===== src/sv/rse_pkg.sv =====
// Package for the row softmax engine: payload structs, exp table, constants.
// No dependencies; imported by all rse modules.
`default_nettype none
package rse_pkg;
    localparam int ROW_MAX_DEFAULT = 64;
    localparam logic [14:0] LOG2E_Q14 = 15'd23637;

    typedef struct packed {
        logic signed [15:0] logit;
        logic               row_end;
    } rse_in_t;

    typedef struct packed {
        logic [15:0] probability;
        logic        last_of_row;
        logic        row_overflow;
    } rse_out_t;

    // controller -> datapath commands
    typedef struct packed {
        logic load;       // store s_data element, update max
        logic acc_clr;    // clear sum
        logic acc_en;     // add e of the read element to sum
        logic div_start;  // start reciprocal
        logic rd_en;      // issue store read at rd index
        logic row_clr;    // return row state to reset
    } rse_cmd_t;

    typedef struct packed {
        logic div_done;
    } rse_sts_t;

    function automatic logic [15:0] pow2_tab(input logic [4:0] k);
        logic [15:0] v;
        unique case (k)
            5'd0:  v = 16'd32768; 5'd1:  v = 16'd31379; 5'd2:  v = 16'd30048;
            5'd3:  v = 16'd28774; 5'd4:  v = 16'd27554; 5'd5:  v = 16'd26386;
            5'd6:  v = 16'd25268; 5'd7:  v = 16'd24196; 5'd8:  v = 16'd23170;
            5'd9:  v = 16'd22188; 5'd10: v = 16'd21247; 5'd11: v = 16'd20347;
            5'd12: v = 16'd19484; 5'd13: v = 16'd18658; 5'd14: v = 16'd17867;
            5'd15: v = 16'd17109; default: v = 16'd16384;
        endcase
        return v;
    endfunction
endpackage
`default_nettype wire


===== src/sv/rse_exp.sv =====
// Two-stage exp unit: t*log2e scaling, then table interpolation and shift.
// Depends on rse_pkg.
`default_nettype none
module rse_exp import rse_pkg::*; (
    input  wire logic        aclk,
    input  wire logic [15:0] t,
    output logic      [15:0] e
);
    logic [31:0] prod;
    logic [17:0] z_reg;
    logic [17:0] z_next;
    logic [7:0]  f;
    logic [9:0]  n;
    logic [15:0] a, b, m;
    logic [19:0] dl;

    always_comb begin
        prod   = 32'(t) * 32'(LOG2E_Q14) + 32'd8192;
        z_next = prod[31:14];
    end
    always_ff @(posedge aclk) z_reg <= z_next;

    always_comb begin
        n  = z_reg[17:8];
        f  = z_reg[7:0];
        a  = pow2_tab({1'b0, f[7:4]});
        b  = pow2_tab({1'b0, f[7:4]} + 5'd1);
        dl = 20'(a - b) * 20'(f[3:0]) + 20'd8;
        m  = a - 16'(dl[19:4]);
        e  = (n >= 10'd16) ? 16'd0 : (m >> n[3:0]);
    end
endmodule
`default_nettype wire


===== src/sv/rse_datapath.sv =====
// Datapath: row store, running max, exp, sum, serial reciprocal, output product.
// Depends on rse_pkg and rse_exp.
`default_nettype none
module rse_datapath import rse_pkg::*; #(
    parameter int ROW_MAX = ROW_MAX_DEFAULT,
    parameter int IW = $clog2(ROW_MAX)
) (
    input  wire logic          aclk,
    input  wire logic          aresetn,
    input  wire rse_cmd_t      cmd,
    input  wire rse_in_t       in_data,
    input  wire logic [IW-1:0] wr_idx,
    input  wire logic [IW-1:0] rd_idx,
    output rse_sts_t           sts,
    output logic      [15:0]   prob
);
    logic [15:0] mem [ROW_MAX];
    logic [15:0] rd_reg;
    logic signed [15:0] max_reg;
    logic [15:0] t_reg;
    logic [15:0] e;
    logic [15:0] e_reg;
    logic [IW+15:0] sum_reg;
    logic [32:0] rem_reg, rem_next;
    logic [32:0] q_reg;
    logic [5:0]  dcnt_reg;
    logic        dbusy_reg;
    logic [48:0] p;

    always_ff @(posedge aclk) begin
        if (cmd.load) mem[wr_idx] <= in_data.logit;
        if (cmd.rd_en) rd_reg <= mem[rd_idx];
        t_reg <= 16'($signed(max_reg) - $signed(rd_reg));
        e_reg <= e;
    end

    always_ff @(posedge aclk) begin
        if (!aresetn || cmd.row_clr) max_reg <= -16'sd32768;
        else if (cmd.load && in_data.logit > max_reg) max_reg <= in_data.logit;
    end

    rse_exp u_exp (.aclk(aclk), .t(t_reg), .e(e));

    always_ff @(posedge aclk) begin
        if (cmd.acc_clr) sum_reg <= '0;
        else if (cmd.acc_en) sum_reg <= sum_reg + (IW+16)'(e_reg);
    end

    // restoring division 2^32 / sum, one quotient bit a cycle
    always_comb begin
        rem_next = {rem_reg[31:0], (dcnt_reg == 6'd32)};
    end
    always_ff @(posedge aclk) begin
        if (!aresetn) begin
            dbusy_reg <= 1'b0;
        end else if (cmd.div_start) begin
            dbusy_reg <= 1'b1;
            dcnt_reg  <= 6'd32;
            rem_reg   <= '0;
            q_reg     <= '0;
        end else if (dbusy_reg) begin
            if (rem_next >= 33'(sum_reg)) begin
                rem_reg <= rem_next - 33'(sum_reg);
                q_reg   <= {q_reg[31:0], 1'b1};
            end else begin
                rem_reg <= rem_next;
                q_reg   <= {q_reg[31:0], 1'b0};
            end
            if (dcnt_reg == 6'd0) dbusy_reg <= 1'b0;
            else dcnt_reg <= dcnt_reg - 6'd1;
        end
    end
    assign sts.div_done = dbusy_reg && dcnt_reg == 6'd0;

    always_comb begin
        p = 49'(e_reg) * 49'(q_reg) + 49'd32768;
        prob = (p[48:32] != '0) ? 16'hFFFF : p[31:16];
    end
endmodule
`default_nettype wire


===== src/sv/rse_ctrl.sv =====
// Controller: load, sum pass, reciprocal wait, emit pass with output register.
// Depends on rse_pkg.
`default_nettype none
module rse_ctrl import rse_pkg::*; #(
    parameter int ROW_MAX = ROW_MAX_DEFAULT,
    parameter int IW = $clog2(ROW_MAX)
) (
    input  wire logic          aclk,
    input  wire logic          aresetn,
    input  wire logic          s_valid,
    output logic               s_ready,
    input  wire rse_in_t       s_data,
    output logic               m_valid,
    input  wire logic          m_ready,
    output rse_out_t           m_data,
    input  wire logic [15:0]   prob,
    input  wire rse_sts_t      sts,
    output rse_cmd_t           cmd,
    output logic [IW-1:0]      wr_idx,
    output logic [IW-1:0]      rd_idx
);
    typedef enum logic [2:0] {LOAD, SUM, DIV, ISSUE, WAIT, HOLD} state_t;
    localparam int CW = IW + 1;
    localparam logic [CW-1:0] FULL = CW'(ROW_MAX);
    localparam logic [3:0] LAT = 4'd4; // read, t, z, e registers

    state_t state_reg;
    logic [CW-1:0] cnt_reg, ptr_reg;
    logic [3:0] pipe_reg;
    logic ovf_reg;
    logic acc_pipe_reg [4];
    logic acc_any;
    logic s_acc;

    assign s_ready = state_reg == LOAD;
    assign s_acc = s_valid && s_ready;
    assign wr_idx = cnt_reg[IW-1:0];
    assign rd_idx = ptr_reg[IW-1:0];

    always_comb begin
        cmd = '0;
        cmd.load = s_acc && cnt_reg < FULL;
        cmd.rd_en = (state_reg == SUM && ptr_reg < cnt_reg) || state_reg == ISSUE;
        cmd.acc_clr = s_acc && s_data.row_end;
        cmd.acc_en = acc_pipe_reg[3];
        acc_any = acc_pipe_reg[0] | acc_pipe_reg[1] | acc_pipe_reg[2] | acc_pipe_reg[3];
        cmd.div_start = state_reg == SUM && ptr_reg >= cnt_reg && !acc_any;
        cmd.row_clr = state_reg == HOLD && m_ready && ptr_reg >= cnt_reg;
    end

    always_ff @(posedge aclk) begin
        if (!aresetn) begin
            state_reg <= LOAD;
            cnt_reg <= '0;
            ptr_reg <= '0;
            ovf_reg <= 1'b0;
            m_valid <= 1'b0;
            pipe_reg <= '0;
            for (int i = 0; i < 4; i++) acc_pipe_reg[i] <= 1'b0;
        end else begin
            acc_pipe_reg[0] <= state_reg == SUM && ptr_reg < cnt_reg;
            for (int i = 1; i < 4; i++) acc_pipe_reg[i] <= acc_pipe_reg[i-1];
            unique case (state_reg)
                LOAD: if (s_acc) begin
                    if (cnt_reg < FULL) cnt_reg <= cnt_reg + CW'(1);
                    else ovf_reg <= 1'b1;
                    if (s_data.row_end) begin
                        state_reg <= SUM;
                        ptr_reg <= '0;
                    end
                end
                SUM: begin
                    if (ptr_reg < cnt_reg) ptr_reg <= ptr_reg + CW'(1);
                    else if (!acc_any) state_reg <= DIV;
                end
                DIV: if (sts.div_done) begin
                    state_reg <= ISSUE;
                    ptr_reg <= '0;
                end
                ISSUE: begin
                    state_reg <= WAIT;
                    pipe_reg <= LAT;
                end
                WAIT: begin
                    // drain one-entry pipeline, then latch product
                    if (pipe_reg == 4'd1) begin
                        state_reg <= HOLD;
                        m_valid <= 1'b1;
                        m_data.probability <= prob;
                        m_data.last_of_row <= ptr_reg + CW'(1) == cnt_reg;
                        m_data.row_overflow <= ovf_reg;
                        ptr_reg <= ptr_reg + CW'(1);
                    end
                    pipe_reg <= pipe_reg - 4'd1;
                end
                HOLD: if (m_ready) begin
                    m_valid <= 1'b0;
                    if (ptr_reg >= cnt_reg) begin
                        state_reg <= LOAD;
                        cnt_reg <= '0;
                        ovf_reg <= 1'b0;
                    end else begin
                        state_reg <= ISSUE;
                    end
                end
                default: state_reg <= LOAD;
            endcase
        end
    end

    a_ready_idle: assert property (@(posedge aclk) disable iff (!aresetn)
        m_valid |-> !s_ready) else $error("input taken during emit");
    a_hold: assert property (@(posedge aclk) disable iff (!aresetn)
        m_valid && !m_ready |=> m_valid && $stable(m_data)) else $error("result dropped");
    a_cnt: assert property (@(posedge aclk) disable iff (!aresetn)
        cnt_reg <= FULL) else $error("row count past capacity");
endmodule
`default_nettype wire


===== src/sv/row_softmax_engine.sv =====
// Row softmax engine top level: controller plus datapath.
// Depends on rse_pkg, rse_ctrl, rse_datapath.
//
// Input channel s_valid/s_ready/s_data carries logits (Q8.8) with a row_end
// flag; elements beyond ROW_MAX are dropped and flag row_overflow.
// Loading accepts one element per cycle. After row_end the block reads the
// row once to sum exp values, runs a serial reciprocal, then emits one
// probability (Q0.16) per element on m_valid/m_ready/m_data; each result
// passes through the store read and the two-stage exp unit, and the next
// element is not read until the receiver has taken the result.
// s_ready is low from row_end until the last result is taken.
// When the receiver stalls, the result holds in the output register.
// Reset (aresetn low, synchronous) empties the row and drops pending results.
`default_nettype none
module row_softmax_engine import rse_pkg::*; #(
    parameter int ROW_MAX = ROW_MAX_DEFAULT
) (
    input  wire logic     aclk,
    input  wire logic     aresetn,
    input  wire logic     s_valid,
    output logic          s_ready,
    input  wire rse_in_t  s_data,
    output logic          m_valid,
    input  wire logic     m_ready,
    output rse_out_t      m_data
);
    localparam int IW = $clog2(ROW_MAX);
    rse_cmd_t cmd;
    rse_sts_t sts;
    logic [IW-1:0] wr_idx, rd_idx;
    logic [15:0] prob;

    rse_ctrl #(.ROW_MAX(ROW_MAX), .IW(IW)) u_ctrl (
        .aclk, .aresetn, .s_valid, .s_ready, .s_data, .m_valid, .m_ready,
        .m_data, .prob, .sts, .cmd, .wr_idx, .rd_idx);

    rse_datapath #(.ROW_MAX(ROW_MAX), .IW(IW)) u_dp (
        .aclk, .aresetn, .cmd, .in_data(s_data), .wr_idx, .rd_idx, .sts, .prob);
endmodule
`default_nettype wire

===== config.mk =====
export PLATFORM = sky130hd
export DESIGN_NAME = row_softmax_engine
export DESIGN_NICKNAME = d
export VERILOG_FILES = /design/src/sv/rse_pkg.sv /design/src/sv/rse_exp.sv /design/src/sv/rse_datapath.sv /design/src/sv/rse_ctrl.sv /design/src/sv/row_softmax_engine.sv
export SDC_FILE = /design/constraint.sdc
export NUM_CORES = 2
export LEC_CHECK = 0
export BUFFER_PORTS_ARGS = -buffer_cell sky130_fd_sc_hd__buf_2
export CAP_MARGIN = 20
export CORE_ASPECT_RATIO = 1.2
export CORE_UTILIZATION = 40
export CTS_BUF_LIST = sky130_fd_sc_hd__clkbuf_8
export CTS_CLUSTER_DIAMETER = 60
export DETAILED_ROUTE_END_ITERATION = 10
export HOLD_SLACK_MARGIN = 0.06
export PLACE_DENSITY = 0.52
export SLEW_MARGIN = 15
export SYNTH_ARGS = -nofsm -noshare
export SYNTH_HDL_FRONTEND = slang
export SYNTH_HIERARCHICAL = 1
export SYNTH_SLANG_ARGS = --single-unit
export TNS_END_PERCENT = 20

===== constraint.sdc =====
create_clock -name aclk -period 10.2 [get_ports aclk]
set_clock_uncertainty 0.05 [all_clocks]
set_input_delay 1.02 -clock aclk [delete_from_list [all_inputs] [get_ports aclk]]
set_output_delay 1.02 -clock aclk [all_outputs]
set_load 0.05 [all_outputs]

==> metrics.md <==
| Metric | Value |
|---|---|
| Avg Inst Size Synth | ~13 um^2 |
| Htree depth | 4 |
| Die width | 403.8 um |
| Dpl hpwl | 132800 um |
| RD Place Congestion | between 0.8 and 0.9 |
| Reg2reg start | u_dp/u_exp/z_reg[5]$_DFF_P_ |
| Cell with the most instances after synthesis | edfxtp_1 |
| DR pass1 iterations | 5 |
| Vias in the first global route | just under 50000 |
| Main combinational cell family by area after synthesis | adder cells |
| Die Ht | 484.2 um |
| Post-synth EDFFs | approximately 1100 |
| Total congestion overflow | 0 |
| Max-Cap Viols | 0 |
| Sequential-to-total area share from yosys stat | 0.4716 |
| Critical path depth in cells | 35 |
| DRC viols | 0 |
| CTS sink count | ~1300 |
| Die area | 195500 um^2 |
| Synth Area in Compound Gates | 0.04975 |
| Core Region | about 190000 um^2 |
| Post-cts resize count | 0 |
| Hold Path Class | flip-flop to flip-flop |
| Minimum clock period after layout | around 9.4 ns |
| Endpoints failing setup | 0 |
| Syn nets | around 6800 |
| FFs w/ async S/R, synth | 0 |
| Most instantiated cells after synthesis | edfxtp_1 (1129), inv_1 (718), fa_1 (541), ha_1 (451), nand2_1 (387) |
| Worst setup SP type | flip-flop |
| Data arrival time of the critical path | 10.08 ns |
| Warnings from Yosys | 6 |
| Final WS setup | 0.8446 ns |
| Mux cell area share after synthesis | 0.1072 |
| Antenna-violating nets left | 0 |
| Vias | roughly 45000 |
| Global-route wire length before repair | about 300000 um |
| Largest area contributor in the synthesized netlist | edfxtp_1 |
| Max transition margin | 0.2322 |
| Number of DRC markers in iteration 0 | ~2900 |
| Worst Reg-to-Reg Cells | 35 |
| Io pins | 41 |
| WS Path Type | flip-flop to flip-flop |
| TritonCTS Buffers | ~210 |
| Initial antenna violation count | 5 |
| Hold_sp | u_ctrl/ovf_reg$_SDFFE_PN0P_ |
| IO Port Bufs | 40 |
| Post-Synthesis Cell Area | approximately 77000 um^2 |
| Synth Flop Type | edfxtp_1 |
| Final slew viol count | 0 |
| Cells after Synth | 5752 |
| Adder-Cell Fraction of Synth Area | 0.2126 |
| Largest net degree at the start of global routing | ~120 |
| WL/cell | 22.33 um |
| CTS tree | built |
| RR Endpoint | u_dp/e_reg[2]$_DFF_P_ |
| Simple-gate share of the synthesized area | 0.09247 |
| GRT Overall Usage | 0.2004 |
| Synth Area in XOR/XNOR | 0.01775 |
| Clock tree buffer depth | 3 |
| Cell variety after synth | 113 |
| Worst path bufs/invs | 1 |
| Nets | roughly 7000 |
| Crit-path leading delay family | compound AO/OA/AOI/OAI gates |
| CP endpoint kind | flip-flop |
| Fin crit share | 0.9172 |
| Row Count | ~180 |
| Worst slew pin tran | approximately 1.2 ns |
| Post-synth top area share | 0.4375 |
| Slowest stage delay, CP | between 0.5 and 0.6 ns |
| Fraction of layout cells with a size suffix above 1 | 0.1440 |
| CP required | 10.92 ns |
| Pre-CTS setup slack | 0.8868 ns |
| Clock Tree Root | clkbuf_8 |
| RSZ-0062 raised after global routing | no |
| Placed cell area | 80970 um^2 |
| Crit path max fanout | 12 |
| Hold EP | u_ctrl/m_data[0]$_DFFE_PP_ |
| Drt total wl | slightly below 200000 um |
| Peak Freq | 106.9 MHz |
| Crit-path most repeated cell | ha_1 |
| Reg-to-reg slack, setup | about 0.84 ns |
| Post-synthesis register bit count | between 1000 and 1500 |
| Postcts setup bufs | 0 |
| Status | finished clean |
| Starting density of the core | 0.4035 |
| Final setup TNS | 0 ns |
| Clock-pin slew on the worst setup and hold paths | around 0.060 ns |
| Hold Path Depth | 0 |
| Final instance area | 84910 um^2 |
| Slowest stage cell, crit path | fa_1 |
| Clk_lat worst skew | between 0.9 and 1 ns |
| Max reg flops | roughly 1000 |
| Cts hold-fix bufs | 0 |
| Area growth, synth to finish | 9.570% |
| Post-DR vias/cell | 5.253 |
| Top cells by area, synth | edfxtp_1 (44%), fa_1 (14%), mux4_2 (9.9%) |
| Final hold violation count | 0 |
==> per-layer routing <==
metal	vias up	GRT usage	share of wire
li1	20590	-	-
met1	23600	0.2462	0.41
met2	857	0.3648	0.53
met3	282	0.02588	0.037
met4	2	0.05781	0.025
met5	-	0	0.000073
==> layout by cell type (no fill, tap or decap), types with 43 or more instances in the layout <==
cell type	Yosys	layout
nor2_1	279	277
and2_1	368	368
buf_4	19	129
ha_1	451	451
fa_1	541	541
xnor2_1	107	107
mux2i_1	54	54
nand2_1	387	387
edfxtp_1	1129	1129
a21oi_1	165	165
o21ai_0	87	87
nand3_1	56	56
xor2_1	45	45
nor2b_1	72	72
a21o_1	60	60
clkinv_1	0	43
dfxtp_1	132	123
inv_1	718	784
clkbuf_8	0	215
nor3_1	56	54
mux4_2	340	340
==> how the worst max path moves through the flow <==
stage | from | endpoint | slack (ns)
3_5_place_dp | u_dp/u_exp/z_reg[5]$_DFF_P_ | u_dp/e_reg[2]$_DFF_P_ | 0.89
5_1_grt | u_dp/u_exp/z_reg[4]$_DFF_P_ | u_dp/e_reg[2]$_DFF_P_ | 0.06
4_1_cts | u_dp/u_exp/z_reg[5]$_DFF_P_ | u_dp/e_reg[2]$_DFF_P_ | 0.84
3_3_place_gp | u_dp/u_exp/z_reg[4]$_DFF_P_ | u_dp/e_reg[2]$_DFF_P_ | 0.91
2_1_floorplan | u_dp/u_exp/z_reg[4]$_DFF_P_ | u_dp/e_reg[2]$_DFF_P_ | 2.15
6_report | u_dp/u_exp/z_reg[5]$_DFF_P_ | u_dp/e_reg[2]$_DFF_P_ | 0.84
==> final cells by class <==
| cell class | instances | area [um^2] |
|---|---|---|
| fill | 17710 | 107100 |
| multi-input combinational | 3518 | 37230 |
| sequential | 1261 | 36570 |
| tap | 2581 | 3229 |
| clock buffer | 215 | 2959 |
| inverter | 720 | 2703 |
| timing repair buffer | 173 | 1244 |
| clock inverter | 160 | 969.7 |
| antenna | 2 | 5.005 |
==> logic make-up (layout without fill, tap and decap cells) <==
family | after synthesis | after routing
simple gates | 1403 | 1403
flops | 1261 | 1261
fa+ha+maj | 992 | 992
buf+inv | 973 | 1268
compound gates | 565 | 565
mux | 404 | 404
xor+xnor | 154 | 154
other cells | 0 | 2
==> stage by stage <==
step	hold slack (ns)	instances	utilization
finish	0.3828	8630	0.4422
global route	0.3611	8629	0.4421
CTS	0.2989	8628	0.4421
detailed placement	0.3668	8253	0.4217
global placement	0.3624	8252	0.4216
floorplan	0.3519	5752	-
Power is not shown: default switching activity piles up to over one toggle a cycle in this logic, so the estimate is an artifact.
